### config.mk
export PLATFORM = sky130hd
export DESIGN_NAME = dlcr_fifo
export DESIGN_NICKNAME = d
export VERILOG_FILES = /design/src/design/dlcr_pkg.sv /design/src/design/dlcr_fifo.sv
export SDC_FILE = /design/constraint.sdc
export NUM_CORES = 1
export LEC_CHECK = 0
export BUFFER_PORTS_ARGS = -buffer_cell sky130_fd_sc_hd__buf_2
export CAP_MARGIN = 20
export CORE_MARGIN = 2
export CORE_UTILIZATION = 25
export CTS_CLUSTER_SIZE = 16
export DETAILED_ROUTE_END_ITERATION = 7
export MAX_ROUTING_LAYER = met4
export PLACE_DENSITY = 0.55
export SLEW_MARGIN = 20
export SYNTH_ARGS = -nofsm -noshare
export SYNTH_HDL_FRONTEND = slang
export SYNTH_SLANG_ARGS = --single-unit
### constraint.sdc
create_clock -name clk -period 3.54 [get_ports clk]
set_input_delay 0 -clock clk [delete_from_list [all_inputs] [get_ports clk]]
set_output_delay 0 -clock clk [all_outputs]
set_load 0.1 [all_outputs]
### src/design/dlcr_pkg.sv
`timescale 1ns / 1ps
`default_nettype none
// ----------------------------------------------------------------------------
// dlcr_pkg: shared types and constants
// Register map, configuration bundle and per-tick control flags for the
// dual load cell reader.
// ----------------------------------------------------------------------------
package dlcr_pkg;

  localparam int RAW_W      = 24;
  localparam int OFFSET_W   = 24;
  localparam int SCALE_W    = 32;
  localparam int THRESH_W   = 16;
  localparam int WEIGHT_W   = 48;
  localparam int PADDR_W    = 5;
  localparam int PDATA_W    = 32;
  localparam int FIFO_DEPTH = 2;

  typedef enum logic [2:0] {
    REG_OFFSET_LEFT  = 3'd0,
    REG_OFFSET_RIGHT = 3'd1,
    REG_SCALE_LEFT   = 3'd2,
    REG_SCALE_RIGHT  = 3'd3,
    REG_BIAS         = 3'd4,
    REG_THRESHOLD    = 3'd5,
    REG_MODE         = 3'd6
  } reg_idx_t;

  typedef struct packed {
    logic [OFFSET_W-1:0]       offset_left;
    logic [OFFSET_W-1:0]       offset_right;
    logic signed [SCALE_W-1:0] scale_left;
    logic signed [SCALE_W-1:0] scale_right;
    logic signed [SCALE_W-1:0] bias;
    logic [THRESH_W-1:0]       threshold;
    logic                      mode;
  } cfg_t;

  // control flags of one tick as they leave the front end
  typedef struct packed {
    logic sck;
    logic reading;
  } tick_t;

  localparam int TICK_W = $bits(tick_t);

endpackage
`default_nettype wire

### src/design/dlcr_fifo.sv
`timescale 1ns / 1ps
`default_nettype none
// ----------------------------------------------------------------------------
// dlcr_fifo: short item queue
// Two-entry first-in first-out buffer between front end and arithmetic.
// ----------------------------------------------------------------------------
module dlcr_fifo #(
  parameter int WIDTH = 50
) (
  input  wire logic             clk,
  input  wire logic             rst,
  input  wire logic             push,
  input  wire logic [WIDTH-1:0] wdata,
  output logic                  full,
  input  wire logic             pop,
  output logic                  not_empty,
  output logic [WIDTH-1:0]      rdata
);
  import dlcr_pkg::*;

  localparam int PTR_W = $clog2(FIFO_DEPTH);
  localparam int CNT_W = $clog2(FIFO_DEPTH + 1);

  logic [WIDTH-1:0] mem [FIFO_DEPTH];
  logic [PTR_W-1:0] wr_ptr;
  logic [PTR_W-1:0] rd_ptr;
  logic [CNT_W-1:0] count;

  assign full      = (count == CNT_W'(FIFO_DEPTH));
  assign not_empty = (count != '0);
  assign rdata     = mem[rd_ptr];

  always_ff @(posedge clk) begin
    if (push) begin
      mem[wr_ptr] <= wdata;
    end
  end

  always_ff @(posedge clk) begin
    if (rst) begin
      wr_ptr <= '0;
      rd_ptr <= '0;
      count  <= '0;
    end else begin
      if (push) wr_ptr <= wr_ptr + PTR_W'(1);
      if (pop)  rd_ptr <= rd_ptr + PTR_W'(1);
      case ({push, pop})
        2'b10:   count <= count + CNT_W'(1);
        2'b01:   count <= count - CNT_W'(1);
        default: count <= count;
      endcase
    end
  end

endmodule
`default_nettype wire

==> results.json <==
{
  "crit_fanout": 38,
  "start_util_pct": 25.3,
  "htreeDepth": 3,
  "hpwlAfterDp_um": 4660,
  "grt_pass1_wl_um": 11300,
  "worst_hold_path_type": "in -> reg",
  "ys_ff_latch": 105,
  "critPathRequiredTime_ns": 3.54,
  "fin_util_pct": 36.0,
  "seqCellArea_um2": 3100,
  "syn-num-nets": 233,
  "routed_wl_um": 7280,
  "dieHeight_um": 127,
  "grt_pass1_vias": 2301,
  "ir_worst_vdd_mv": 0.260,
  "setup_viol": 0,
  "drive_gt1_share_pct": 50.6,
  "layout_commonest_cell": "buf_2",
  "p_leak_nw": 2.03,
  "yosysWarnings": 0,
  "via_per_inst": 4.02,
  "cts_num_sinks": 105,
  "num_vias": 2165,
  "clk_latency_ns": 0.34,
  "ff2ff_path_depth": 2,
  "syn_area_um2": 3800,
  "cts_resized": 0,
  "tns_ns": 0,
  "crit_buf_inv": 2,
  "start_kind": "register",
  "slew_headroom_pct": 36.4,
  "worst-path-stages": 3,
  "power_density_nw_per_um2": 603,
  "hold_start": "wdata[38]",
  "die_w_um": 127,
  "worstPathArrival_ns": 2.32,
  "rsz0062_at_grt": "no",
  "setup_slack_ns": 1.22,
  "max_freq_mhz": 431,
  "tritoncts": "yes",
  "cpMaxStageDelayCell": "dfxtp_2",
  "drt_iter0_drc": 84,
  "crit_type": "reg -> out",
  "yosysSeqAreaShare_pct": 81.6,
  "cp_top_family": "flip-flops",
  "overflow": 0,
  "synth_cell_type_count": 16,
  "first_pass_iters": 4,
  "row_count": 45,
  "placedCellCount": 468,
  "io_buffers": 105,
  "r2r-start": "wr_ptr",
  "grt_usage_pct": 9.65,
  "clk_pin_slew_ns": 0.06,
  "ctsRootBufferMaster": "clkbuf_16",
  "fillers": 1423,
  "postSynthCellCount": 178,
  "max_cap_violations": 0,
  "slowest_delay_ns": 0.96,
  "cp-end-kind": "output pin",
  "post_synth.cell_area_avg_um2": 21.4,
  "io_pins": 106,
  "postRouteAntennaNets": 0,
  "drc_errors": 0,
  "skew_ns": 0.00391,
  "multi_input_area_um2": 676,
  "cts.path.max_buffers": 2,
  "hold_viol": 0,
  "slew_viol_final": 0,
  "status": "finished, final reports clean",
  "tightest_slew_ns": 0.954,
  "areaGrowthSynthToFinish_pct": 42.2,
  "dp_slack_ns": 1.51,
  "layout_common_cells": "buf_2 (105), edfxtp_1 (100), dlygate4sd3_1 (54)",
  "stdcell_count": 538,
  "final.period_utilization_pct": 65.6,
  "numCtsBuffers": 9,
  "crit_chain": "buf_4 > mux2_2 > buf_2",
  "wl_per_cell_um": 13.5,
  "holdPathStages": 2,
  "grt_max_degree": 39,
  "antenna_found_initial": 0,
  "num_antenna_cells": 0,
  "nets": 400,
  "dieArea_um2": 16200,
  "power_mw": 3.26,
  "routabilityCongestion": 0.683,
  "core_area_um2": 15000,
  "post-route-min-period_ns": 2.32
}
[flip-flops by register name, indices dropped and copies added, names as in the netlist, named ones only]
name    flops
mem       100
rd_ptr      1
wr_ptr      1
count       2
[repair_timing]
| item | 4_1_cts | 5_1_grt |
|---|---|---|
| setup buffers | 0 | 0 |
| endpoints found under the hold margin | 105 | 0 |
| setup endpoints to repair | 0 | 0 |
| hold buffers | 54 | 0 |
[per-layer routing]
metal | GRT usage (%) | routed length (um) | up-vias
met3 | 2.26 | 267 | 11
met4 | 5.88 | 195 | 0
met2 | 15.9 | 3810 | 55
met1 | 10.6 | 3020 | 1070
li1 | - | - | 1029
met5 | - | 0 | -
[area by class of cell]
class | instances | area share (%)
inverters | 1 | 0.0694
multi-input cells | 66 | 12.5
well taps | 188 | 4.35
clock buffers | 13 | 4.81
flip-flops and latches | 105 | 57.4
repair buffers | 162 | 20.1
clock inverters | 3 | 0.740
[Yosys cell counts (all sizes together)]
master,instances,area (um2)
o21ai,1,5.00
inv,1,3.75
or3,1,6.26
nor2,5,18.8
ha,1,12.5
clkbuf,1,3.75
xnor2,3,26.3
a21oi,1,5.00
or2,1,6.26
xor2,1,8.76
and2b,1,8.76
and2,1,6.26
dfxtp,5,100
mux2,50,563
edfxtp,100,3000
buf,5,25.0
[power by group]
group	leakage (nW)	total [mW]	internal, mW	switching [mW]
combinational	0.895	0.787	0.180	0.607
sequential	0.980	1.48	1.45	0.0356
clock	0.150	0.989	0.585	0.405
[stage by stage]
stage	hold WS (ns)	instance area, um2
after floorplan	0.0691	3800
after CTS	0.351	5410
after global routing	0.370	5410
after global placement	0.189	4570
after detailed placement	0.191	4570
final	0.378	5410
[cell families (layout without fill, tap and decap cells)]
| family | count (synthesis) | after routing | share of synthesized area [%] |
|---|---|---|---|
| AOI/OAI and AO/OA | 2 | 2 | 0.263 |
| DFF | 105 | 105 | 81.6 |
| adders and majority gates | 1 | 1 | 0.329 |
| muxes | 50 | 50 | 14.8 |
| xor gates and xnor gates | 4 | 4 | 0.922 |
| and+or+nand+nor | 9 | 9 | 1.22 |
| buffers and inverters | 7 | 179 | 0.855 |
[path summary, 6_finish.rpt]
path / endpoint / slack (ns)
worst max-delay path: rdata[4] / 1.22
worst min-delay path: mem[1][38] / 0.38
worst max register to register: mem[1][7] / 1.68
worst min register to register: count[1] / 0.51
(Power assumes the default switching activity.)
