[config.mk]
export PLATFORM = sky130hd
export DESIGN_NAME = dlcr_front
export DESIGN_NICKNAME = d
export VERILOG_FILES = /design/src/design/dlcr_pkg.sv /design/src/design/dlcr_front.sv
export SDC_FILE = /design/constraint.sdc
export NUM_CORES = 1
export LEC_CHECK = 0
export ABC_AREA = 1
export BUFFER_PORTS_ARGS = -buffer_cell sky130_fd_sc_hd__buf_2
export CAP_MARGIN = 40
export CORE_ASPECT_RATIO = 1.25
export CORE_MARGIN = 1
export CORE_UTILIZATION = 35
export CTS_CLUSTER_SIZE = 8
export DETAILED_ROUTE_END_ITERATION = 7
export SYNTH_ARGS = -nofsm -noshare
export SYNTH_HDL_FRONTEND = slang
export SYNTH_SLANG_ARGS = --single-unit
[constraint.sdc]
create_clock -name clk -period 1.7 [get_ports clk]
set_input_delay 0.085 -clock clk [delete_from_list [all_inputs] [get_ports clk]]
set_output_delay 0.085 -clock clk [all_outputs]
set_load 0.1 [all_outputs]
[src/design/dlcr_pkg.sv]
`timescale 1ns / 1ps
`default_nettype none
// ----------------------------------------------------------------------------
// dlcr_pkg: shared types and constants
// Register map, configuration bundle and per-tick control flags for the
// dual load cell reader.
// ----------------------------------------------------------------------------
package dlcr_pkg;

  localparam int RAW_W      = 24;
  localparam int OFFSET_W   = 24;
  localparam int SCALE_W    = 32;
  localparam int THRESH_W   = 16;
  localparam int WEIGHT_W   = 48;
  localparam int PADDR_W    = 5;
  localparam int PDATA_W    = 32;
  localparam int FIFO_DEPTH = 2;

  typedef enum logic [2:0] {
    REG_OFFSET_LEFT  = 3'd0,
    REG_OFFSET_RIGHT = 3'd1,
    REG_SCALE_LEFT   = 3'd2,
    REG_SCALE_RIGHT  = 3'd3,
    REG_BIAS         = 3'd4,
    REG_THRESHOLD    = 3'd5,
    REG_MODE         = 3'd6
  } reg_idx_t;

  typedef struct packed {
    logic [OFFSET_W-1:0]       offset_left;
    logic [OFFSET_W-1:0]       offset_right;
    logic signed [SCALE_W-1:0] scale_left;
    logic signed [SCALE_W-1:0] scale_right;
    logic signed [SCALE_W-1:0] bias;
    logic [THRESH_W-1:0]       threshold;
    logic                      mode;
  } cfg_t;

  // control flags of one tick as they leave the front end
  typedef struct packed {
    logic sck;
    logic reading;
  } tick_t;

  localparam int TICK_W = $bits(tick_t);

endpackage
`default_nettype wire

[src/design/dlcr_front.sv]
`timescale 1ns / 1ps
`default_nettype none
// ----------------------------------------------------------------------------
// dlcr_front: serial clock sequencer and data shifters
// Takes one pin sample per tick, drives sck, shifts both words in MSB
// first and tags the tick that closes a frame.
// ----------------------------------------------------------------------------
module dlcr_front #(
  parameter int COUNT_BITS = 24
) (
  input  wire logic                  clk,
  input  wire logic                  rst,
  input  wire logic                  in_valid,
  output logic                       in_ready,
  input  wire logic                  dout_left,
  input  wire logic                  dout_right,
  input  wire logic                  q_full,
  output logic                       push,
  output dlcr_pkg::tick_t            tick,
  output logic [COUNT_BITS-1:0]      word_left,
  output logic [COUNT_BITS-1:0]      word_right
);
  import dlcr_pkg::*;

  localparam int PH_W = $clog2(2 * COUNT_BITS + 2);
  localparam logic [PH_W-1:0] SAMPLE_END = PH_W'(2 * COUNT_BITS);
  localparam logic [PH_W-1:0] LAST_PHASE = PH_W'(2 * COUNT_BITS + 1);
  localparam logic [COUNT_BITS-1:0] TOP_FLIP = {1'b1, {(COUNT_BITS-1){1'b0}}};

  logic [PH_W-1:0]       phase;
  logic [COUNT_BITS-1:0] shift_left;
  logic [COUNT_BITS-1:0] shift_right;
  logic                  frame_end;
  logic                  sample;

  assign in_ready  = !q_full;
  assign push      = in_valid && in_ready;
  assign frame_end = (phase == LAST_PHASE);
  // pins are sampled on the low half of pulses 1..COUNT_BITS
  assign sample    = phase[0] && (phase < SAMPLE_END);

  always_comb begin
    tick.sck     = ~phase[0];
    tick.reading = frame_end;
    word_left    = shift_left ^ TOP_FLIP;
    word_right   = shift_right ^ TOP_FLIP;
  end

  always_ff @(posedge clk) begin
    if (rst) begin
      phase       <= '0;
      shift_left  <= '0;
      shift_right <= '0;
    end else if (push) begin
      if (phase >= LAST_PHASE) begin
        phase <= '0;
      end else begin
        if (sample) begin
          shift_left  <= {shift_left[COUNT_BITS-2:0], dout_left};
          shift_right <= {shift_right[COUNT_BITS-2:0], dout_right};
        end
        phase <= phase + PH_W'(1);
      end
    end
  end

endmodule
`default_nettype wire

==> results.yml <==
timing:
  period_minus_slack_ns: 1.56
  clock_skew_ns: 0.00352
  finalCritPeriodShare_pct: 91.6
  report.final.slew_viol_count: 0
  max_clock_freq_mhz: 642
  worst_slew_margin_rel_pct: 67.2
  hold_violations: 0
  timing.final.setup_violations: 0
  finalSetupTns_ns: 0
  finalHoldWorstSlack_ns: 0.260
  grt_setup_unrepaired: "false"
  max_slew.worst_pin.slew_ns: 0.495
floorplan:
  fp-row-count: 35
  floorplan.io_pins: 58
  std_cell_core_area_mm2: 0.00744
  overall_die_area_mm2: 0.00811
  dieHeight_um: 100
  start_util_pct: 36.5
  die_width_um: 80.8
placement:
  port_buffers: 57
  place.gp.congestion: 0.795
  postPlaceCellArea_mm2: 0.00273
  hpwlAfterDp_mm: 3.16
  place_inst: 501
global_route:
  globalRouteTotalUtil_pct: 12.1
  grt_pass1_wl_mm: 7.77
  grt_remaining_overflow: 0
  antenna_found_initial: 0
  number_of_global_route_vias_before_repair: 1765
  grt_start_max_net_pins: 67
cells_and_area:
  syn_to_final_growth_pct: 5.03
  antennaDiodeCount: 0
  final_design_area_no_fill_mm2: 0.00285
  drive_above_1_share_pct: 18.1
  finish.cell_count_without_fillers: 512
  nNetsFinal: 428
setup_path:
  cp-startpoint: "phase[1]"
  critPathSlowestCell: "dfxtp_1"
  crit_buf_inv: 3
  timing.critical_path.to_type: "primary output"
  worst_path_most_repeated_cell: "inv_1"
  cp_data_arrival_time_ns: 1.47
  setup.worst_path.class: "flip-flop to primary output"
  crit_fanout: 4
  critical-path-top-delay-family: "buffers and inverters"
  critical_path.startpoint_type: "flip-flop"
  cpPeakStageDelay_ns: 0.35
  worstReg2RegStart: "phase[1]"
  timing.reg2reg.setup_slack_ns: 0.25
  timing.critical_path.cells: "inv_1 > ha_1 > nand3_2 > inv_1 > clkbuf_4"
  worst-endpoint-required_ns: 1.62
power_and_ir_drop:
  switchingPower_w: 0.000865
  power_density_mw_per_mm2: 908
  share_seq_of_total_power_pct: 51.7
  power.share.switching_pct: 33.4
  irDropWorstVdd_mv: 0.350
  p_clk_share_pct: 28.4
  p_int_w: 0.00172
  power.static_leakage_nw: 1.71
  p_comb_share_pct: 19.9
detailed_routing:
  route.detailed.wl_per_inst_um: 9.11
  detail_route.wirelength_mm: 4.67
  viasPerCell: 4.06
  detail_route.drc_violations: 0
  firstDrtPassIters: 4
  detailedRoute.firstIterationViolations: 60
  detail-route-antenna-nets: 0
  vias: 2081
clock_network:
  cts.root.buffer_cell: "clkbuf_8"
  htree_num_levels: 2
  post-cts-setup-buffer-count: 0
  clock_path_buffers: 2
  clock_latency_ns: 0.30
  clk_transition_reported_paths_ns: 0.09
  cts_buffers: 5
  cts.sinks: 54
  cts_tree: "yes"
yosys:
  number_of_synthesized_flops_with_an_enable_pin: 0
  synth.cell_area_mm2: 0.00271
  synthTopCellsByArea: "dfxtp_1, nand2_1, nor2_1"
  synthArstFlopShare_pct: 0
  synth_area_per_cell_um2: 6.62
  seq_area_frac_synth_pct: 39.8
  yosys-top-cells-count: "nand2_1, nor2_1, inv_1"
  synth.ff_latch_count: 54
  warnings_from_yosys: 0
  synth-main-ff-cell: "dfxtp_1"
  syn-instance-count: 410
  synth.most_common_cell: "nand2_1"
  yosysUniqueCellTypes: 19
  yosys.area.top_type: "dfxtp_1"
  synth_fp_nets: 419
  synthDominantCellAreaShare_pct: 39.8
hold_path:
  start_point_of_the_worst_hold_path: "q_full"
  min_path_type: "input pin to flip-flop"
run:
  drv_cap: 0
run_status:
  outcome: "finished clean"
final cells by class:
type	instances	area, µm²
Clock inverter	1	5.00
Inverter	59	225
Clock buffer	7	86.3
Multi-Input combinational cell	235	976
Tap cell	92	115
Fill cell	819	4590
Timing Repair Buffer	64	360
Sequential cell	54	1080
state kept, by name, summed over array words and instances (netlist names):
name         cells
shift_right     24
phase            6
shift_left      24
logic make-up (layout without fill, tap and decap cells):
logic type	Yosys count	after routing	synth area share, %
AOI/OAI and AO/OA	9	9	1.66
adders and majority gates	3	3	1.38
and+or+nand+nor	223	223	32.3
buffers and inverters	121	131	24.8
DFF	54	54	39.8
routing by layer:
metal  vias to the layer above  wire, µm  part of all wire [%]  GRT usage [%]
li1                       1150         -                     -              -
met1                       887      2190                    47           14.2
met2                        38      2200                    47           21.1
met3                         6       192                   4.1           2.71
met4                         0        82                   1.8           4.95
met5                         -         0                     0              0
final timing paths:
path,end,cells past startpoint
worst min-delay path,phase[0],6
worst max register to register,shift_left[17],8
worst min register to register,phase[5],2
worst max-delay path,tick[0],5
worst register-to-register path, cell delays in order, from the launching register on:
cell     delay (ns)
dfxtp_1        0.35
inv_1          0.12
ha_1           0.18
nand3_2        0.12
nand4_4        0.10
buf_12         0.25
nand2_1        0.12
nand2_1        0.07
nor2_1         0.04
stage by stage:
stage / setup slack, ns / power, W / util (%)
floorplan: 0.0719 / 0.00186 / -
global placement: 0.286 / 0.00188 / 36.6
detailed placement: 0.253 / 0.00188 / 36.6
CTS: 0.0174 / 0.00264 / 38.3
global route: 0.0496 / 0.00273 / 38.3
finish: 0.143 / 0.00259 / 38.3
cells in the final DEF, fill, tap and decap left out, drive strengths merged:
cell / instances
nand2: 114
nor2: 100
buf: 60
inv: 57
dfxtp: 54
clkbuf: 8
nand3: 7
a21oi: 6
o21ai: 3
dlygate4sd3: 3
ha: 3
nand4: 2
clkinv: 2
clkinvlp: 1
repair_timing:
action,CTS,global route
hold buffers,3,0
hold endpoints to repair,5,0
gates resized for setup,0,1
setup endpoints to repair,0,1
power groups by stage:
stage	clock network, W	registers [W]	logic [W]
after global placement	0	0.00137	0.000508
after global routing	0.000829	0.00135	0.000550
after detailed placement	0	0.00137	0.000512
after floorplan	0	0.00136	0.000498
after CTS	0.000783	0.00134	0.000518
final	0.000735	0.00134	0.000514
Note: power is estimated with default switching activity, not from simulation.
