`config.mk`:
```
export PLATFORM = sky130hd
export DESIGN_NAME = dlcr_back
export DESIGN_NICKNAME = d
export VERILOG_FILES = /design/src/design/dlcr_pkg.sv /design/src/design/dlcr_back.sv
export SDC_FILE = /design/constraint.sdc
export NUM_CORES = 2
export LEC_CHECK = 0
export BUFFER_PORTS_ARGS = -buffer_cell sky130_fd_sc_hd__buf_2
export CELL_PAD_IN_SITES_DETAIL_PLACEMENT = 0
export CELL_PAD_IN_SITES_GLOBAL_PLACEMENT = 1
export CORE_ASPECT_RATIO = 1.75
export CORE_MARGIN = 4
export CORE_UTILIZATION = 40
export DETAILED_ROUTE_END_ITERATION = 8
export PLACE_DENSITY_LB_ADDON = 0.2
export SYNTH_ARGS = -nofsm -noshare
export SYNTH_HDL_FRONTEND = slang
export SYNTH_SLANG_ARGS = --single-unit
```
`constraint.sdc`:
```
create_clock -name clk -period 27.1 [get_ports clk]
set_clock_uncertainty 0.05 [all_clocks]
set_input_delay 5.42 -clock clk [delete_from_list [all_inputs] [get_ports clk]]
set_output_delay 5.42 -clock clk [all_outputs]
set_load 0.03 [all_outputs]
```
`src/design/dlcr_pkg.sv`:
```
`timescale 1ns / 1ps
`default_nettype none
// ----------------------------------------------------------------------------
// dlcr_pkg: shared types and constants
// Register map, configuration bundle and per-tick control flags for the
// dual load cell reader.
// ----------------------------------------------------------------------------
package dlcr_pkg;

  localparam int RAW_W      = 24;
  localparam int OFFSET_W   = 24;
  localparam int SCALE_W    = 32;
  localparam int THRESH_W   = 16;
  localparam int WEIGHT_W   = 48;
  localparam int PADDR_W    = 5;
  localparam int PDATA_W    = 32;
  localparam int FIFO_DEPTH = 2;

  typedef enum logic [2:0] {
    REG_OFFSET_LEFT  = 3'd0,
    REG_OFFSET_RIGHT = 3'd1,
    REG_SCALE_LEFT   = 3'd2,
    REG_SCALE_RIGHT  = 3'd3,
    REG_BIAS         = 3'd4,
    REG_THRESHOLD    = 3'd5,
    REG_MODE         = 3'd6
  } reg_idx_t;

  typedef struct packed {
    logic [OFFSET_W-1:0]       offset_left;
    logic [OFFSET_W-1:0]       offset_right;
    logic signed [SCALE_W-1:0] scale_left;
    logic signed [SCALE_W-1:0] scale_right;
    logic signed [SCALE_W-1:0] bias;
    logic [THRESH_W-1:0]       threshold;
    logic                      mode;
  } cfg_t;

  // control flags of one tick as they leave the front end
  typedef struct packed {
    logic sck;
    logic reading;
  } tick_t;

  localparam int TICK_W = $bits(tick_t);

endpackage
`default_nettype wire

```
`src/design/dlcr_back.sv`:
```
`timescale 1ns / 1ps
`default_nettype none
// ----------------------------------------------------------------------------
// dlcr_back: force arithmetic and result register
// Offset removal and scaling in the first stage, sum, bias, saturation and
// threshold compare into the output register in the second.
// ----------------------------------------------------------------------------
module dlcr_back #(
  parameter int COUNT_BITS = 24,
  parameter int FRAC_BITS  = 16
) (
  input  wire logic                       clk,
  input  wire logic                       rst,
  input  wire dlcr_pkg::cfg_t             cfg,
  input  wire logic                       q_valid,
  output logic                            q_pop,
  input  wire dlcr_pkg::tick_t            q_tick,
  input  wire logic [COUNT_BITS-1:0]      q_word_left,
  input  wire logic [COUNT_BITS-1:0]      q_word_right,
  output logic                            out_valid,
  input  wire logic                       out_ready,
  output logic                            sck,
  output logic                            reading_valid,
  output logic [dlcr_pkg::RAW_W-1:0]      raw_left,
  output logic [dlcr_pkg::RAW_W-1:0]      raw_right,
  output logic signed [dlcr_pkg::WEIGHT_W-1:0] weight,
  output logic                            stop
);
  import dlcr_pkg::*;

  localparam int MAX_W = (COUNT_BITS > OFFSET_W) ? COUNT_BITS : OFFSET_W;
  localparam int DIFF_W = MAX_W + 1;
  localparam int PROD_W = DIFF_W + SCALE_W;
  localparam int SUM_W  = (PROD_W + 2 > WEIGHT_W + 1) ? PROD_W + 2 : WEIGHT_W + 1;
  localparam logic signed [SUM_W-1:0] W_MAX =
    {{(SUM_W-WEIGHT_W+1){1'b0}}, {(WEIGHT_W-1){1'b1}}};
  localparam logic signed [SUM_W-1:0] W_MIN =
    {{(SUM_W-WEIGHT_W+1){1'b1}}, {(WEIGHT_W-1){1'b0}}};

  logic [MAX_W-1:0]          word_l_m;
  logic [MAX_W-1:0]          word_r_m;
  logic signed [DIFF_W-1:0]  diff_l;
  logic signed [DIFF_W-1:0]  diff_r;
  logic signed [PROD_W-1:0]  prod_l_next;
  logic signed [PROD_W-1:0]  prod_r_next;

  logic                      s1_valid;
  tick_t                     s1_tick;
  logic [RAW_W-1:0]          s1_raw_l;
  logic [RAW_W-1:0]          s1_raw_r;
  logic signed [PROD_W-1:0]  s1_prod_l;
  logic signed [PROD_W-1:0]  s1_prod_r;

  logic signed [SUM_W-1:0]   sum;
  logic signed [SUM_W-1:0]   lim;
  logic signed [SUM_W-1:0]   clamped;
  logic                      out_en;
  logic                      s1_load;
  logic                      s1_adv;

  assign out_en  = !out_valid || out_ready;
  assign s1_load = !s1_valid || out_en;
  assign s1_adv  = s1_valid && out_en;
  assign q_pop   = q_valid && s1_load;

  // stage 1: offset binary word minus offset, times Q.16 scale
  always_comb begin
    word_l_m    = MAX_W'(q_word_left);
    word_r_m    = MAX_W'(q_word_right);
    diff_l      = $signed({1'b0, word_l_m}) - $signed({1'b0, MAX_W'(cfg.offset_left)});
    diff_r      = $signed({1'b0, word_r_m}) - $signed({1'b0, MAX_W'(cfg.offset_right)});
    prod_l_next = diff_l * cfg.scale_left;
    prod_r_next = diff_r * cfg.scale_right;
  end

  // stage 2: the sum is exact, so comparing before the clamp gives the same flag
  always_comb begin
    sum = SUM_W'(s1_prod_l) + SUM_W'(s1_prod_r) + SUM_W'(cfg.bias);
    lim = $signed({{(SUM_W-THRESH_W-FRAC_BITS){1'b0}}, cfg.threshold,
                   {FRAC_BITS{1'b0}}});
    if (sum > W_MAX) begin
      clamped = W_MAX;
    end else if (sum < W_MIN) begin
      clamped = W_MIN;
    end else begin
      clamped = sum;
    end
  end

  always_ff @(posedge clk) begin
    if (rst) begin
      s1_valid  <= 1'b0;
      out_valid <= 1'b0;
    end else begin
      if (s1_load) s1_valid  <= q_valid;
      if (out_en)  out_valid <= s1_valid;
    end
  end

  always_ff @(posedge clk) begin
    if (q_pop) begin
      s1_tick   <= q_tick;
      s1_raw_l  <= word_l_m[RAW_W-1:0];
      s1_raw_r  <= word_r_m[RAW_W-1:0];
      s1_prod_l <= prod_l_next;
      s1_prod_r <= prod_r_next;
    end
  end

  // ticks that close no frame carry zeros in every result field
  always_ff @(posedge clk) begin
    if (s1_adv) begin
      sck           <= s1_tick.sck;
      reading_valid <= s1_tick.reading;
      if (s1_tick.reading) begin
        raw_left  <= s1_raw_l;
        raw_right <= s1_raw_r;
        weight    <= clamped[WEIGHT_W-1:0];
        stop      <= cfg.mode ? (sum < lim) : (sum > lim);
      end else begin
        raw_left  <= '0;
        raw_right <= '0;
        weight    <= '0;
        stop      <= 1'b0;
      end
    end
  end

endmodule
`default_nettype wire

```
==> out/qor.yml <==
status:
  status: "complete, no violations"
sta:
  fin_crit_ns: 15.43
  max_slew_margin_pct: 26.87
  setup_viol_count_final: 0
  fmax_mhz: 64.80
  fin_setup_tns_ns: 0
  fin_crit_sh_pct: 56.95
  rsz0062_at_grt: "no"
  holdWs_ns: 0.3590
  drv_slew: 0
  final_hold_viol_count: 0
  worst_pin_slew_ns: 1.097
clocking:
  cts_root_buf: "clkbuf_16"
  cts_setup_buffers: 0
  clk_pin_slew_worst_paths_ns: 0.07
  numClockSinks: 265
  cts_tree: "done"
  postCtsResizedCells: 0
  cts_buffer_depth: 3
  h-tree-depth: 2
  clk_latency_ns: 0.64
  ctsHoldBuffers: 0
  numCtsBuffers: 34
critical_path:
  crit_path_end_kind: "flop"
  crit_path_max_fanout: 32
  cpMostUsedCell: "fa_1"
  crit_type: "in -> reg"
  crit_arrival_ns: 15.73
  cp-start-kind: "input port"
  crit_path_max_incr_delay_ns: 0.71
  r2r_cells: 25
  cp.required_ns: 27.40
  cpMaxStageDelayCell: "a41oi_1"
route:
  drc: 0
  drt_wl_total_mm: 236.2
  drtPass1Iterations: 6
  drt_iter0_markers: 2675
  routedWlPerCell_um: 23.09
  via_per_inst: 5.258
  drtAntennaViolNets: 0
  dr_total_vias: 53780
layout:
  fillers: 18140
  nets: 10140
  seq_area_um2: 7938
  drive_above_1_share_pct: 7.176
  area_delta_synth_final_pct: 6.962
  multi_input_area_um2: 57600
global_route:
  grt.total_usage_pct: 25.47
  grt_max_degree: 102
  grt_overflow: 0
  grt_pass1_wl_mm: 365.4
  grt_pass1_vias: 61430
  antenna_found_initial: 19
logic_synthesis:
  synth_edf_count: 263
  syn-num-nets: 10100
  async_flop_share_pct: 0
  ys_ff_latch: 265
  synth_cells: 7759
  synthFlopType: "edfxtp_1"
  yosys_warnings: 0
  netlist_area_um2: 73110
  ys_seq_area_share_pct: 10.86
  avgSynthCellArea_um2: 9.423
  synth.distinct_cells: 87
floorplan:
  die_h_um: 573.6
  io_pins: 316
  fp.dieW_um: 331.2
  initial_core_util_pct: 40.21
  coreArea_um2: 181800
  rows: 207
  dieArea_um2: 190000
place:
  gp_congestion: 0.8921
  place_hpwl_mm: 189.0
  io_buffers: 315
hold_path:
  hold_path_depth: 0
  hold_class: "reg -> reg"
run:
  drv_cap: 0
[critical path: cells and delay by family]
kind	cells	cell delay [ns]
AO/OA/AOI/OAI	17	4.82
adder cells (fa/ha/maj)	9	4.12
buffers and inverters	8	0.83
AND/OR/NAND/NOR	3	0.35
XOR/XNOR	1	0.14
[per-stage QoR]
| stage | instance area [µm²] | utilization [%] | cells | worst slack, ns |
|---|---|---|---|---|
| 6_report | 78200 | 43.01 | 10230 | 11.67 |
| 5_1_grt | 78190 | 43.00 | 10220 | 11.06 |
| 3_3_place_gp | 77080 | 42.39 | 10160 | 10.94 |
| 4_1_cts | 78180 | 43.00 | 10220 | 11.60 |
| 3_5_place_dp | 77080 | 42.39 | 10160 | 10.93 |
| 2_1_floorplan | 73110 | - | 7759 | 3.679 |
[sequential cells by signal, indices dropped and copies added, names as in the netlist]
register,count
out_valid,1
raw_left,24
raw_right,24
reading_valid,1
s1_prod_l,57
s1_prod_r,57
s1_raw_l,24
s1_raw_r,24
s1_tick,2
s1_valid,1
sck,1
stop,1
weight,48
[path summary, 6_finish.rpt]
kind / slack, ns / from / end
min reg2reg: 0.36 / s1_tick[1]$_DFFE_PP_ / sck$_DFFE_PP_
min: 0.36 / s1_tick[1]$_DFFE_PP_ / sck$_DFFE_PP_
max: 11.67 / cfg[114] / s1_prod_r[54]$_DFFE_PP_
max reg2reg: 19.39 / s1_prod_l[1]$_DFFE_PP_ / stop$_SDFFCE_PN0P_
[layer usage]
metal | GRT usage (%) | vias up | routed length [µm]
met5 | 0 | - | 42
met2 | 47.34 | 1622 | 125600
met3 | 3.541 | 538 | 12800
met1 | 28.69 | 28140 | 85250
met4 | 11.11 | 8 | 12510
li1 | - | 23470 | -
[logic make-up after synthesis]
| logic type | share of synthesized area [%] |
|---|---|
| AND/OR/NAND/NOR | 15.27 |
| multiplexers | 0.08386 |
| adder cells (fa/ha/maj) | 53.87 |
| AO/OA/AOI/OAI | 6.565 |
| XOR/XNOR | 2.456 |
| flip-flops | 10.86 |
| buffers and inverters | 10.90 |
[layout make-up]
type | count | share of cell area, %
repair buffers | 393 | 2.781
inverters | 1695 | 8.136
well taps | 2403 | 3.845
clock buffers | 39 | 1.139
flip-flops and latches | 265 | 10.15
multi-input cells | 5403 | 73.65
clock inverters | 23 | 0.2720
diodes | 8 | 0.02560
[cells in the final DEF, fill, tap and decap left out, types with 81 or more instances in the layout]
cell      netlist  layout
ha_1          431     429
a21oi_1       233     233
and2_1        410     410
nor2b_1       181     180
fa_1         1698    1697
nand2_1      1169    1169
a21o_1         81      81
o21ai_0       143     143
edfxtp_1      263     263
buf_2           9     315
nor3_1        122     122
nor2_1        178     175
inv_1        1695    1695
xnor2_1       152     119
[cell usage after synthesis, types with 6 or more instances]
library cell | n | area (µm²)
inv_1 | 1695 | 6362
a31oi_1 | 16 | 100.1
buf_1 | 21 | 78.83
nor3_1 | 122 | 610.6
or4_1 | 7 | 52.55
o2111a_1 | 6 | 67.56
a21o_1 | 81 | 608.1
o21a_1 | 36 | 270.3
nand4_1 | 42 | 262.8
or2_2 | 15 | 93.84
and4_1 | 20 | 175.2
and3_1 | 16 | 100.1
buf_6 | 8 | 90.09
o21bai_1 | 26 | 195.2
o221ai_1 | 6 | 52.55
a21oi_1 | 233 | 1166
xor2_1 | 53 | 464.2
clkbuf_1 | 351 | 1318
nand2_1 | 1169 | 4388
edfxtp_1 | 263 | 7898
o31ai_1 | 6 | 45.04
a21boi_0 | 16 | 120.1
a211oi_1 | 10 | 75.07
o2111ai_1 | 8 | 70.07
o311ai_0 | 6 | 52.55
o21ai_0 | 143 | 715.7
nor2b_1 | 181 | 1132
nor2_1 | 178 | 668.1
nand3b_1 | 24 | 180.2
and4b_1 | 19 | 190.2
buf_2 | 9 | 45.04
nand3_1 | 50 | 250.2
ha_1 | 431 | 5393
and2_1 | 410 | 2565
a21oi_2 | 24 | 210.2
nand2b_1 | 40 | 250.2
nor4_1 | 7 | 43.79
o21ai_1 | 9 | 45.04
or3_1 | 16 | 100.1
a31o_2 | 6 | 52.55
fa_1 | 1698 | 33990
o211ai_1 | 18 | 135.1
a211o_1 | 11 | 96.34
xnor2_1 | 152 | 1331
Power is left out: the tool's default activity adds up to more than one toggle a clock period on the data nets, which glitch-free logic cannot reach.
