$ cat src/design/dlcr_pkg.sv
`timescale 1ns / 1ps
`default_nettype none
// ----------------------------------------------------------------------------
// dlcr_pkg: shared types and constants
// Register map, configuration bundle and per-tick control flags for the
// dual load cell reader.
// ----------------------------------------------------------------------------
package dlcr_pkg;

  localparam int RAW_W      = 24;
  localparam int OFFSET_W   = 24;
  localparam int SCALE_W    = 32;
  localparam int THRESH_W   = 16;
  localparam int WEIGHT_W   = 48;
  localparam int PADDR_W    = 5;
  localparam int PDATA_W    = 32;
  localparam int FIFO_DEPTH = 2;

  typedef enum logic [2:0] {
    REG_OFFSET_LEFT  = 3'd0,
    REG_OFFSET_RIGHT = 3'd1,
    REG_SCALE_LEFT   = 3'd2,
    REG_SCALE_RIGHT  = 3'd3,
    REG_BIAS         = 3'd4,
    REG_THRESHOLD    = 3'd5,
    REG_MODE         = 3'd6
  } reg_idx_t;

  typedef struct packed {
    logic [OFFSET_W-1:0]       offset_left;
    logic [OFFSET_W-1:0]       offset_right;
    logic signed [SCALE_W-1:0] scale_left;
    logic signed [SCALE_W-1:0] scale_right;
    logic signed [SCALE_W-1:0] bias;
    logic [THRESH_W-1:0]       threshold;
    logic                      mode;
  } cfg_t;

  // control flags of one tick as they leave the front end
  typedef struct packed {
    logic sck;
    logic reading;
  } tick_t;

  localparam int TICK_W = $bits(tick_t);

endpackage
`default_nettype wire

$ cat src/design/dlcr_regs.sv
`timescale 1ns / 1ps
`default_nettype none
// ----------------------------------------------------------------------------
// dlcr_regs: configuration register bank
// APB-style write/read access to offsets, scales, bias, threshold and mode.
// ----------------------------------------------------------------------------
module dlcr_regs (
  input  wire logic                   clk,
  input  wire logic                   rst,
  input  wire logic                   psel,
  input  wire logic                   penable,
  input  wire logic                   pwrite,
  input  wire logic [dlcr_pkg::PADDR_W-1:0] paddr,
  input  wire logic [dlcr_pkg::PDATA_W-1:0] pwdata,
  output logic      [dlcr_pkg::PDATA_W-1:0] prdata,
  output dlcr_pkg::cfg_t              cfg
);
  import dlcr_pkg::*;

  reg_idx_t idx;
  logic     wr_en;

  assign idx   = reg_idx_t'(paddr[PADDR_W-1:2]);
  assign wr_en = psel && penable && pwrite;

  always_ff @(posedge clk) begin
    if (rst) begin
      cfg.offset_left  <= OFFSET_W'(24'h800000);
      cfg.offset_right <= OFFSET_W'(24'h800000);
      cfg.scale_left   <= SCALE_W'(32'sd65536);
      cfg.scale_right  <= SCALE_W'(32'sd65536);
      cfg.bias         <= '0;
      cfg.threshold    <= '0;
      cfg.mode         <= 1'b0;
    end else if (wr_en) begin
      unique case (idx)
        REG_OFFSET_LEFT:  cfg.offset_left  <= pwdata[OFFSET_W-1:0];
        REG_OFFSET_RIGHT: cfg.offset_right <= pwdata[OFFSET_W-1:0];
        REG_SCALE_LEFT:   cfg.scale_left   <= $signed(pwdata[SCALE_W-1:0]);
        REG_SCALE_RIGHT:  cfg.scale_right  <= $signed(pwdata[SCALE_W-1:0]);
        REG_BIAS:         cfg.bias         <= $signed(pwdata[SCALE_W-1:0]);
        REG_THRESHOLD:    cfg.threshold    <= pwdata[THRESH_W-1:0];
        REG_MODE:         cfg.mode         <= pwdata[0];
        default: ;
      endcase
    end
  end

  always_comb begin
    unique case (idx)
      REG_OFFSET_LEFT:  prdata = PDATA_W'(cfg.offset_left);
      REG_OFFSET_RIGHT: prdata = PDATA_W'(cfg.offset_right);
      REG_SCALE_LEFT:   prdata = PDATA_W'(unsigned'(cfg.scale_left));
      REG_SCALE_RIGHT:  prdata = PDATA_W'(unsigned'(cfg.scale_right));
      REG_BIAS:         prdata = PDATA_W'(unsigned'(cfg.bias));
      REG_THRESHOLD:    prdata = PDATA_W'(cfg.threshold);
      REG_MODE:         prdata = PDATA_W'(cfg.mode);
      default:          prdata = '0;
    endcase
  end

endmodule
`default_nettype wire

$ cat config.mk
export PLATFORM = sky130hd
export DESIGN_NAME = dlcr_regs
export DESIGN_NICKNAME = d
export VERILOG_FILES = /design/src/design/dlcr_pkg.sv /design/src/design/dlcr_regs.sv
export SDC_FILE = /design/constraint.sdc
export NUM_CORES = 1
export LEC_CHECK = 0
export BUFFER_PORTS_ARGS = -buffer_cell sky130_fd_sc_hd__buf_2
export CAP_MARGIN = 10
export CORE_UTILIZATION = 55
export DETAILED_ROUTE_END_ITERATION = 10
export GPL_ROUTABILITY_DRIVEN = 0
export PLACE_DENSITY = 0.86
export SYNTH_ARGS = -nofsm -noshare
export SYNTH_HDL_FRONTEND = slang
export SYNTH_SLANG_ARGS = --single-unit
$ cat constraint.sdc
create_clock -name clk -period 2.8 [get_ports clk]
set_input_delay 0.42 -clock clk [delete_from_list [all_inputs] [get_ports clk]]
set_output_delay 0.42 -clock clk [all_outputs]
set_load 0.005 [all_outputs]
==> impl_results.md, run 1 <==
- Initial antenna violation count: 0
- WL final: 23.14 mm
- CTS clk-pin slew, worst paths: 60 ps
- PortBufs: 232
- Post-detail-place hpwl: 15.20 mm
- Setup bufs post-CTS: 0
- Max_slew headroom: 0.5607
- Std-Cell Rows: 42
- Die width: 119.9 um
- # fillers: 1,031
- CTS tree: yes
- Top Usage Layer GRT: met2
- Clock tree sinks: 161
- CP arrival: 1930 ps
- CTS Buf Count: 17
- Clock Tree Buf Depth: 2
- Yosys top cell area share: 0.4213
- Crit start category: input pin
- Max_cap viols: 0
- Initial DRT Pass Iterations: 9
- Setup CP Type: input pin to output port
- Pin count of the biggest net entering global routing: 69
- Unrepaired setup endpoints after global routing: false
- Global-route wire length before repair: 35.96 mm
- Final Skew: 0 ps
- WHS: 260.7 ps
- Syn_nets: 877
- Synth-to-Final Area Change: 23.32%
- Total Routing Usage GR: 0.3198
- Core footprint: 13,400 um2
- Post-CTS sizing: 0
- WL/cell: 18.97 um
- Synth unique cells: 42
- Status: completed
- GR Util met1: 0.4008
- Die footprint: 14,380 um2
- Initial core utilization: 0.5709
- Largest cells by area after synthesis: dfxtp_1 42%, mux2i_1 16%, nand2b_1 8.3%
- Worst Slack Setup Final: 451.7 ps
- Worst-Skew Late Latency: 420 ps
- Number of synthesis warnings: 0
- Dpl ws: 498.8 ps
- Die Span Y: 119.9 um
- Vias: 7,283
- Worst-Margin Slew: 659.0 ps
- Cells after synthesis: 835
- Setup tns final: 0 ps
- Leakage Power: 4.451 nW
- Register area share after synthesis: 0.4213
- Post-DRT Antenna Nets: 0
- Via count of the first global-routing pass: 6,857
- CP Capture Type: output port
- Max VDD drop: 0.4280 mV
- Setup violators final: 0
- Minimum clock period: 2348 ps
- FMAX: 425.8 MHz
- Share of cells above drive strength 1: 0.3046
- Drt first-iter violations: 777
- Mean Syn Cell Area: 9.161 um2
- CP max FO: 20
- Io pins: 235
- Multi-input logic area: 4028 um2
- Met3 GRT Util: 0.08365
- Max-slew violations: 0
- H-tree depth: 4
- Area occupied by registers: 3223 um2
- Remaining DRCs: 0
- Grt total ovfl: 0
- Antenna Cells: 0
- Avg Vias per Cell: 5.970
- WP data required: 2380 ps
- Flip-flop count of the largest register after layout: 161
- Yosys reg bits: 161
- GR Util met2: 0.5241
- Largest Register: cfg
- PD cells: 515.1 nW/um2
- Hold_buf cts: 0
- Hold violation total from the final report: 0
- Worst Hold Class: input pin to register
- Fin crit share: 0.8387
- Top flop regs: cfg (161)
- Synth area leader: dfxtp_1
- Root Driver: clkbuf_16
- Post-Syn Area: 7650 um2
- Commonest non-fill, non-tap cells in the layout: 231 x buf_2, 161 x dfxtp_1, 122 x mux2i_1, 122 x o21ai_0, 100 x nand2b_1
- Most common cell after layout, fill and taps aside: buf_2
- Final net count: 1,075
[power breakdown]
group / total [mW] / switching [mW] / internal [mW]
Clock: 2.17 / 0.915 / 1.25
Sequential: 2.32 / 0.0140 / 2.31
Combinational: 0.371 / 0.237 / 0.134
[synth_stat cells]
library cell / instances
a21bo_2: 1
a21o_1: 1
a21oi_1: 59
a221o_1: 5
a221oi_1: 2
a22oi_1: 2
and2_4: 1
and3b_1: 1
and4_4: 1
and4b_1: 1
buf_1: 1
buf_2: 15
buf_4: 12
buf_6: 5
buf_8: 1
clkbuf_1: 45
clkbuf_2: 1
dfxtp_1: 161
inv_1: 1
mux2_2: 15
mux2i_1: 122
mux4_2: 1
nand2_1: 21
nand2_2: 1
nand2b_1: 102
nand3_1: 57
nand3_4: 1
nand3b_1: 2
nand4_1: 1
nand4b_4: 1
nor2_1: 7
nor2_2: 1
nor2b_1: 33
nor3b_1: 1
o21ai_0: 122
o21ai_1: 8
o221ai_1: 12
o22a_1: 3
o22ai_1: 1
o2bb2ai_1: 5
or2_1: 1
or2_2: 1
[critical path, stage by stage]
cell     delay (ps)
buf_2           440
buf_4           390
mux2i_1         270
o22ai_1         110
a21o_1          170
buf_2           120
[path summary, 6_finish.rpt]
check,from,to,slack (ps),cells past startpoint
worst min-delay path,pwdata[15],cfg[32]$_SDFFE_PP0P_,260,3
worst max-delay path,paddr[2],prdata[18],450,6
worst max register to register,cfg[94]$_SDFFE_PP0P_,cfg[94]$_SDFFE_PP0P_,1990,3
worst min register to register,cfg[52]$_SDFFE_PP0P_,cfg[52]$_SDFFE_PP0P_,490,2
[metrics by stage]
stage / std cells / util / instance area, um2 / power [mW]
floorplan: 835 / - / 7650 / 2.591
global placement: 1190 / 0.6635 / 8891 / 2.730
detailed placement: 1190 / 0.6635 / 8891 / 2.735
CTS: 1220 / 0.7040 / 9434 / 4.859
global route: 1220 / 0.7040 / 9434 / 4.994
finish: 1220 / 0.7040 / 9434 / 4.859
[cell families after synthesis]
kind of cell / share of synthesized area
buffers and inverters: 0.05463
multiplexers: 0.1847
flip-flops: 0.4213
AO/OA/AOI/OAI: 0.1605
AND/OR/NAND/NOR: 0.1789
[layout make-up]
cell class                      count  share of cell area
Clock buffer                       19             0.04801
Sequential cell                   161              0.3416
Multi-Input combinational cell    593              0.4269
Timing Repair Buffer              259              0.1501
Clock inverter                     11            0.009549
Tap cell                          176             0.02334
Inverter                            1           0.0003979
[routing by layer]
layer / up-vias / routed length, um
li1: 3348 / -
met1: 3481 / 9450
met2: 412 / 11130
met3: 42 / 2029
met4: 0 / 531
met5: - / 0
Note: power is estimated with default switching activity, not from simulation.
==> run 2: changes to the inputs <==
CORE_UTILIZATION = 52   (was 55)
PLACE_DENSITY = 0.82   (was 0.86)
clock period = 2.33 ns   (was 2.8 ns; I/O delays follow)
==> impl_results.md, run 2 (synthesized netlist as in run 1, its figures left out) <==
- Status: completed
- Commonest non-fill, non-tap cells in the layout: 231 x buf_2, 161 x dfxtp_1, 122 x mux2i_1, 122 x o21ai_0, 100 x nand2b_1
- Worst-Skew Late Latency: 420 ps (about the same)
- Initial DRT Pass Iterations: 5 (-4)
- CP max FO: 22 (+10%)
- Setup bufs post-CTS: 0 (unchanged)
- Post-CTS sizing: 0 (unchanged)
- Worst Slack Setup Final: 251.5 ps (-200.3 ps)
- Hold violation total from the final report: 0 (unchanged)
- Most common cell after layout, fill and taps aside: buf_2
- Total Routing Usage GR: 0.3076 (-0.01224)
- Fin crit share: 0.8921
- Reg-to-reg endpoint: cfg[94]$_SDFFE_PP0P_
- Via count of the first global-routing pass: 6,827 (-0.44%)
- Hold_buf cts: 0 (unchanged)
- Setup CP Type: input pin to output port
- Post-detail-place hpwl: 15.27 mm (+0.44%)
- Initial antenna violation count: 0 (unchanged)
- Internal power: 4.777 mW (+29%)
- Clock tree sinks: 161 (unchanged)
- Worst setup path end: prdata[18]
- Setup tns final: 0 ps (unchanged)
- Root Driver: clkbuf_16
- CTS clk-pin slew, worst paths: 60 ps (about the same)
- Crit path cell chain: buf_2 > or2_1 > o22ai_1 > a21o_1 > buf_2
- Max VDD drop: 0.4889 mV (+14%)
- Die footprint: 15,200 um2 (+5.7%)
- Io pins: 235 (unchanged)
- Max_slew headroom: 0.3636 (-0.1971)
- Worst Hold Class: input pin to register
- Largest Register: cfg
- Unrepaired setup endpoints after global routing: false
- Antenna Cells: 0 (unchanged)
- Initial core utilization: 0.5427 (-0.02817)
- Hold Crit Depth: 3 (unchanged)
- CTS tree: yes
- Switching share of power: 0.2233 (-0.01672)
- Avg Vias per Cell: 5.952 (-0.30%)
- WL final: 23.48 mm (+1.5%)
- Share of cells above drive strength 1: 0.3030 (-0.001626)
- Top flop regs: cfg (161)
- CTS Buf Count: 17 (unchanged)
- Core footprint: 14,100 um2 (+5.2%)
- Flip-flop count of the largest register after layout: 161 (unchanged)
- Reg2reg setup slack: 1520 ps (-470 ps)
- PD cells: 644.3 nW/um2 (+25%)
- Final Skew: 0 ps (unchanged)
- Drt first-iter violations: 586 (-25%)
- Remaining DRCs: 0 (unchanged)
- Dpl ws: 277.9 ps (-220.9 ps)
- Pwr Total: 6.151 mW (+27%)
- Clk network pwr share: 0.472 (+0.026)
- Vias: 7,279 (-0.055%)
- Combinational share of power: 0.074 (-0.002)
- Worst-Margin Slew: 954.6 ps (+295.6 ps)
- Most used cell, CP: buf_2
- Std-Cell Rows: 43 (+2.4%)
- Pin count of the biggest net entering global routing: 83 (+20%)
- Leakage Power: 4.496 nW (+1.0%)
- Max_cap viols: 0 (unchanged)
- Crit start category: input pin
- Clock Tree Buf Depth: 2 (unchanged)
- Final net count: 1,075 (unchanged)
- Crit. Startpoint: paddr[3]
- Post-DRT Antenna Nets: 0 (unchanged)
- PortBufs: 232 (unchanged)
- CP Capture Type: output port
- CP arrival: 1730 ps (-200 ps)
- Slowest cell on crit path: or2_1
- RR Startpoint: cfg[94]$_SDFFE_PP0P_
- Reg2reg path depth: 3 (unchanged)
- Minimum clock period: 2079 ps
- Setup violators final: 0 (unchanged)
- WL/cell: 19.20 um (+1.2%)
- WHS: 189.8 ps (-70.90 ps)
- CP max stage delay: 750 ps (+310 ps)
- WP data required: 1980 ps (-400 ps)
- FMAX: 481.1 MHz
- Max-slew violations: 0 (unchanged)
- Die Span Y: 123.3 um (+2.8%)
- Grt total ovfl: 0 (unchanged)
- Synth-to-Final Area Change: 24.78%
- P_sw: 1.373 mW (+18%)
- H-tree depth: 4 (unchanged)
- Global-route wire length before repair: 35.53 mm (-1.2%)
- Flop pwr share: 0.454 (-0.024)
- Die width: 123.3 um (+2.8%)
[run 2: metal layers]
metal	global-route usage	wire, um	vias to the layer above
met4	0.1386	491	0
met5	0	0	-
met3	0.06873	1812	47
met1	0.3865	9903	3529
met2	0.5024	11270	361
li1	-	-	3342
[run 2: layout make-up]
type / instances / area [um2]
sequential: 161 / 3223
clock buffer: 24 / 511.7
tap: 180 / 225.2
clock inverter: 5 / 100.1
timing repair buffer: 259 / 1454
fill: 1150 / 4551
multi-input combinational: 593 / 4028
inverter: 1 / 3.754
[run 2: critical path, delay by kind of cell]
kind	cells	cell delay, ps
simple gates	1	750
compound gates	2	360
buf+inv	2	260
[run 2: stage by stage]
stage            util  std cells  instance area [um2]
6_report       0.6772       1223                 9545
3_3_place_gp   0.6338       1194                 8934
3_5_place_dp   0.6338       1194                 8934
4_1_cts        0.6772       1223                 9545
2_1_floorplan       -        835                 7650
5_1_grt        0.6772       1223                 9545
[run 2: worst min path at each step]
stage	to	start	slack (ps)
6_report	cfg[39]$_SDFFE_PP0P_	pwdata[22]	190
5_1_grt	cfg[158]$_SDFFE_PP0P_	pwdata[21]	190
4_1_cts	cfg[42]$_SDFFE_PP0P_	pwdata[25]	170
3_5_place_dp	cfg[126]$_SDFFE_PP0P_	cfg[126]$_SDFFE_PP0P_	470
3_3_place_gp	cfg[119]$_SDFFE_PP0P_	cfg[119]$_SDFFE_PP0P_	470
2_1_floorplan	cfg[119]$_SDFFE_PP0P_	cfg[119]$_SDFFE_PP0P_	480
[run 2: power by group through the flow]
stage	logic [mW]	registers (mW)	clock network, mW
finish	0.458	2.79	2.90
global placement	0.444	2.85	0
detailed placement	0.449	2.85	0
floorplan	0.265	2.85	0
CTS	0.450	2.79	2.93
global route	0.483	2.79	3.06
==> run 3: changes to the inputs <==
ABC_AREA = 1   (was not set)
==> impl_results.md, run 3 <==
- Global-route wire length before repair: 41.02 mm (+15%)
- Final instance area: 9742 um2 (+2.1%)
- Total Routing Usage GR: 0.3332 (+0.02565)
- Minimum clock period: 2001 ps (-77.84 ps)
- CTS Buf Count: 17 (unchanged)
- Core footprint: 14,530 um2 (+3.1%)
- Mean Syn Cell Area: 6.208 um2 (-32%)
- Synth-to-Final Area Change: 25.34%
- Synth unique cells: 15 (-64%)
- Clock Tree Buf Depth: 2 (unchanged)
- Post-synth EDFFs: 0 (unchanged)
- Number of synthesis warnings: 0 (unchanged)
- Synth Area in XOR/XNOR: 0 (unchanged)
- H-tree depth: 4 (unchanged)
- Cells after synthesis: 1,252 (+50%)
- Syn_nets: 1,294 (+48%)
- Max_slew headroom: 0.7305 (+0.3669)
- Final Skew: 0 ps (unchanged)
- Reg2reg setup slack: 1680 ps (+160 ps)
- Initial DRT Pass Iterations: 6 (+1)
- Count leader, synth: nand2_1
- Die Span Y: 124.3 um (+0.79%)
- Mux cell area share after synthesis: 0 (-0.1847)
- Largest cells by area after synthesis: dfxtp_1 41%, nand2_1 18%, nor2_1 17%
- Post-Syn Area: 7772 um2 (+1.6%)
- Top flop regs: cfg (161)
- Post-synth top cells: 374 x nand2_1, 344 x nor2_1, 173 x nand3_1
- # fillers: 1,340 (+17%)
- Share of flip-flops with an asynchronous set or reset: 0 (unchanged)
- Setup violators final: 0 (unchanged)
- Register area share after synthesis: 0.4147 (-0.006647)
- PD cells: 628.7 nW/um2 (-2.4%)
- WL final: 26.24 mm (+12%)
- Largest Register: cfg
- Synth area leader: dfxtp_1
- DP Area: 9176 um2 (+2.7%)
- Setup tns final: 0 ps (unchanged)
- Yosys top cell area share: 0.4147 (-0.006647)
- CTS clk-pin slew, worst paths: 60 ps (about the same)
- CP Capture Type: output port
- Avg Vias per Cell: 5.394 (-9.4%)
- Post-synthesis compound-gate area fraction: 0.002576 (-0.1579)
- Worst Hold Class: input pin to register
- Setup CP Type: input pin to output port
- Leakage Power: 5.055 nW (+12%)
- Setup bufs post-CTS: 0 (unchanged)
- Worst-Margin Slew: 403.8 ps (-550.8 ps)
- Max_cap viols: 0 (unchanged)
- Clock tree sinks: 161 (unchanged)
- Hold violation total from the final report: 0 (unchanged)
- Crit start category: input pin
- CTS tree: yes
- FMAX: 499.8 MHz (+3.9%)
- Remaining DRCs: 0 (unchanged)
- Post-detail-place hpwl: 18.28 mm (+20%)
- Vias: 8,889 (+22%)
- CP arrival: 1650 ps (-80 ps)
- PortBufs: 232 (unchanged)
- Initial antenna violation count: 0 (unchanged)
- Max-slew violations: 0 (unchanged)
- Std-Cell Rows: 44 (+2.3%)
- Post-DRT Antenna Nets: 0 (unchanged)
- Max VDD drop: 0.5004 mV (+2.3%)
- Die footprint: 15,440 um2 (+1.6%)
- Most common cell after layout, fill and taps aside: nand2_1
- Root Driver: clkbuf_16
- WL/cell: 15.92 um (-17%)
- Initial core utilization: 0.5348 (-0.007915)
- Hold_buf cts: 0 (unchanged)
- Largest family of logic cells by synthesized area: simple AND/OR/NAND/NOR gates
- WP data required: 1980 ps (about the same)
- Status: completed
- Via count of the first global-routing pass: 7,527 (+10%)
- Commonest non-fill, non-tap cells in the layout: 374 x nand2_1, 342 x nor2_1, 232 x buf_2
- Pin count of the biggest net entering global routing: 64 (-23%)
- CP max FO: 18 (-18%)
- Fin crit share: 0.8587 (-0.03341)
- Synth Area in Adders: 0 (unchanged)
- Drt first-iter violations: 1,060 (+81%)
- Unrepaired setup endpoints after global routing: false
- Final net count: 1,494 (+39%)
- Simple-Gate Fraction of Synth Area: 0.5024 (+0.3235)
- Grt total ovfl: 0 (unchanged)
- Die width: 124.3 um (+0.79%)
- Post-CTS sizing: 0 (unchanged)
- Share of cells above drive strength 1: 0.2138 (-0.08917)
- Io pins: 235 (unchanged)
- Most used DFF post-synth: dfxtp_1
- Flip-flop count of the largest register after layout: 161 (unchanged)
- Antenna Cells: 0 (unchanged)
- Yosys reg bits: 161 (unchanged)
- Worst-Skew Late Latency: 420 ps (about the same)
run 3: power breakdown:
| group | leakage, nW | internal (mW) | switching, mW |
|---|---|---|---|
| sequential | 1.30 | 2.79 | 0.0305 |
| clock | 0.281 | 1.65 | 1.10 |
| combinational | 3.47 | 0.178 | 0.378 |
| total | 5.05 | 4.62 | 1.51 |
run 3: path summary, 6_finish.rpt:
check                                           start                     to  cells past startpoint
worst min register to register  cfg[127]$_SDFFE_PP0P_  cfg[127]$_SDFFE_PP0P_                      2
worst min-delay path                       pwdata[23]  cfg[160]$_SDFFE_PP1P_                      3
worst max-delay path                         paddr[3]              prdata[9]                      8
worst max register to register   cfg[13]$_SDFFE_PP0P_   cfg[13]$_SDFFE_PP0P_                      2
run 3: layout make-up:
| cell class | count | area, um2 | area share |
|---|---|---|---|
| Multi-Input combinational cell | 947 | 3930 | 0.4034 |
| Timing Repair Buffer | 270 | 1584 | 0.1626 |
| Sequential cell | 161 | 3223 | 0.3309 |
| Clock buffer | 25 | 485.5 | 0.04983 |
| Tap cell | 184 | 230.2 | 0.02363 |
| Clock inverter | 6 | 80.08 | 0.008220 |
| Inverter | 55 | 209.0 | 0.02145 |
run 3: worst max-delay path: stages:
cell and delay (ps):
buf_2 260, nor2_2 120, buf_4 210, nand3_1 90
nand2_1 60, nor2_1 300, nand2_1 110, buf_2 150
run 3: metrics by stage:
stage / total power, mW / std cells / util / hold slack [ps] / setup slack, ps
after floorplan: 3.199 / 1252 / - / 475.7 / 818.5
after global placement: 3.412 / 1617 / 0.6314 / 483.8 / 358.7
after detailed placement: 3.420 / 1617 / 0.6314 / 489.8 / 362.0
after CTS: 6.123 / 1648 / 0.6703 / 163.4 / 349.5
after global routing: 6.303 / 1648 / 0.6703 / 197.7 / 233.5
final: 6.125 / 1648 / 0.6703 / 186.3 / 329.3
run 3: cells by family (layout without fill, tap and decap cells):
kind of cell	Yosys count	after routing
buffers and inverters	144	356
AND/OR/NAND/NOR	943	943
AO/OA/AOI/OAI	4	4
flip-flops	161	161
run 3: layer usage:
layer  vias up  share of wire  GRT usage
li1       4308              -          -
met1      4006           0.44     0.4816
met2       515           0.42     0.4722
met3        60           0.11    0.07474
met4         0          0.033     0.1425
met5         -              0          0
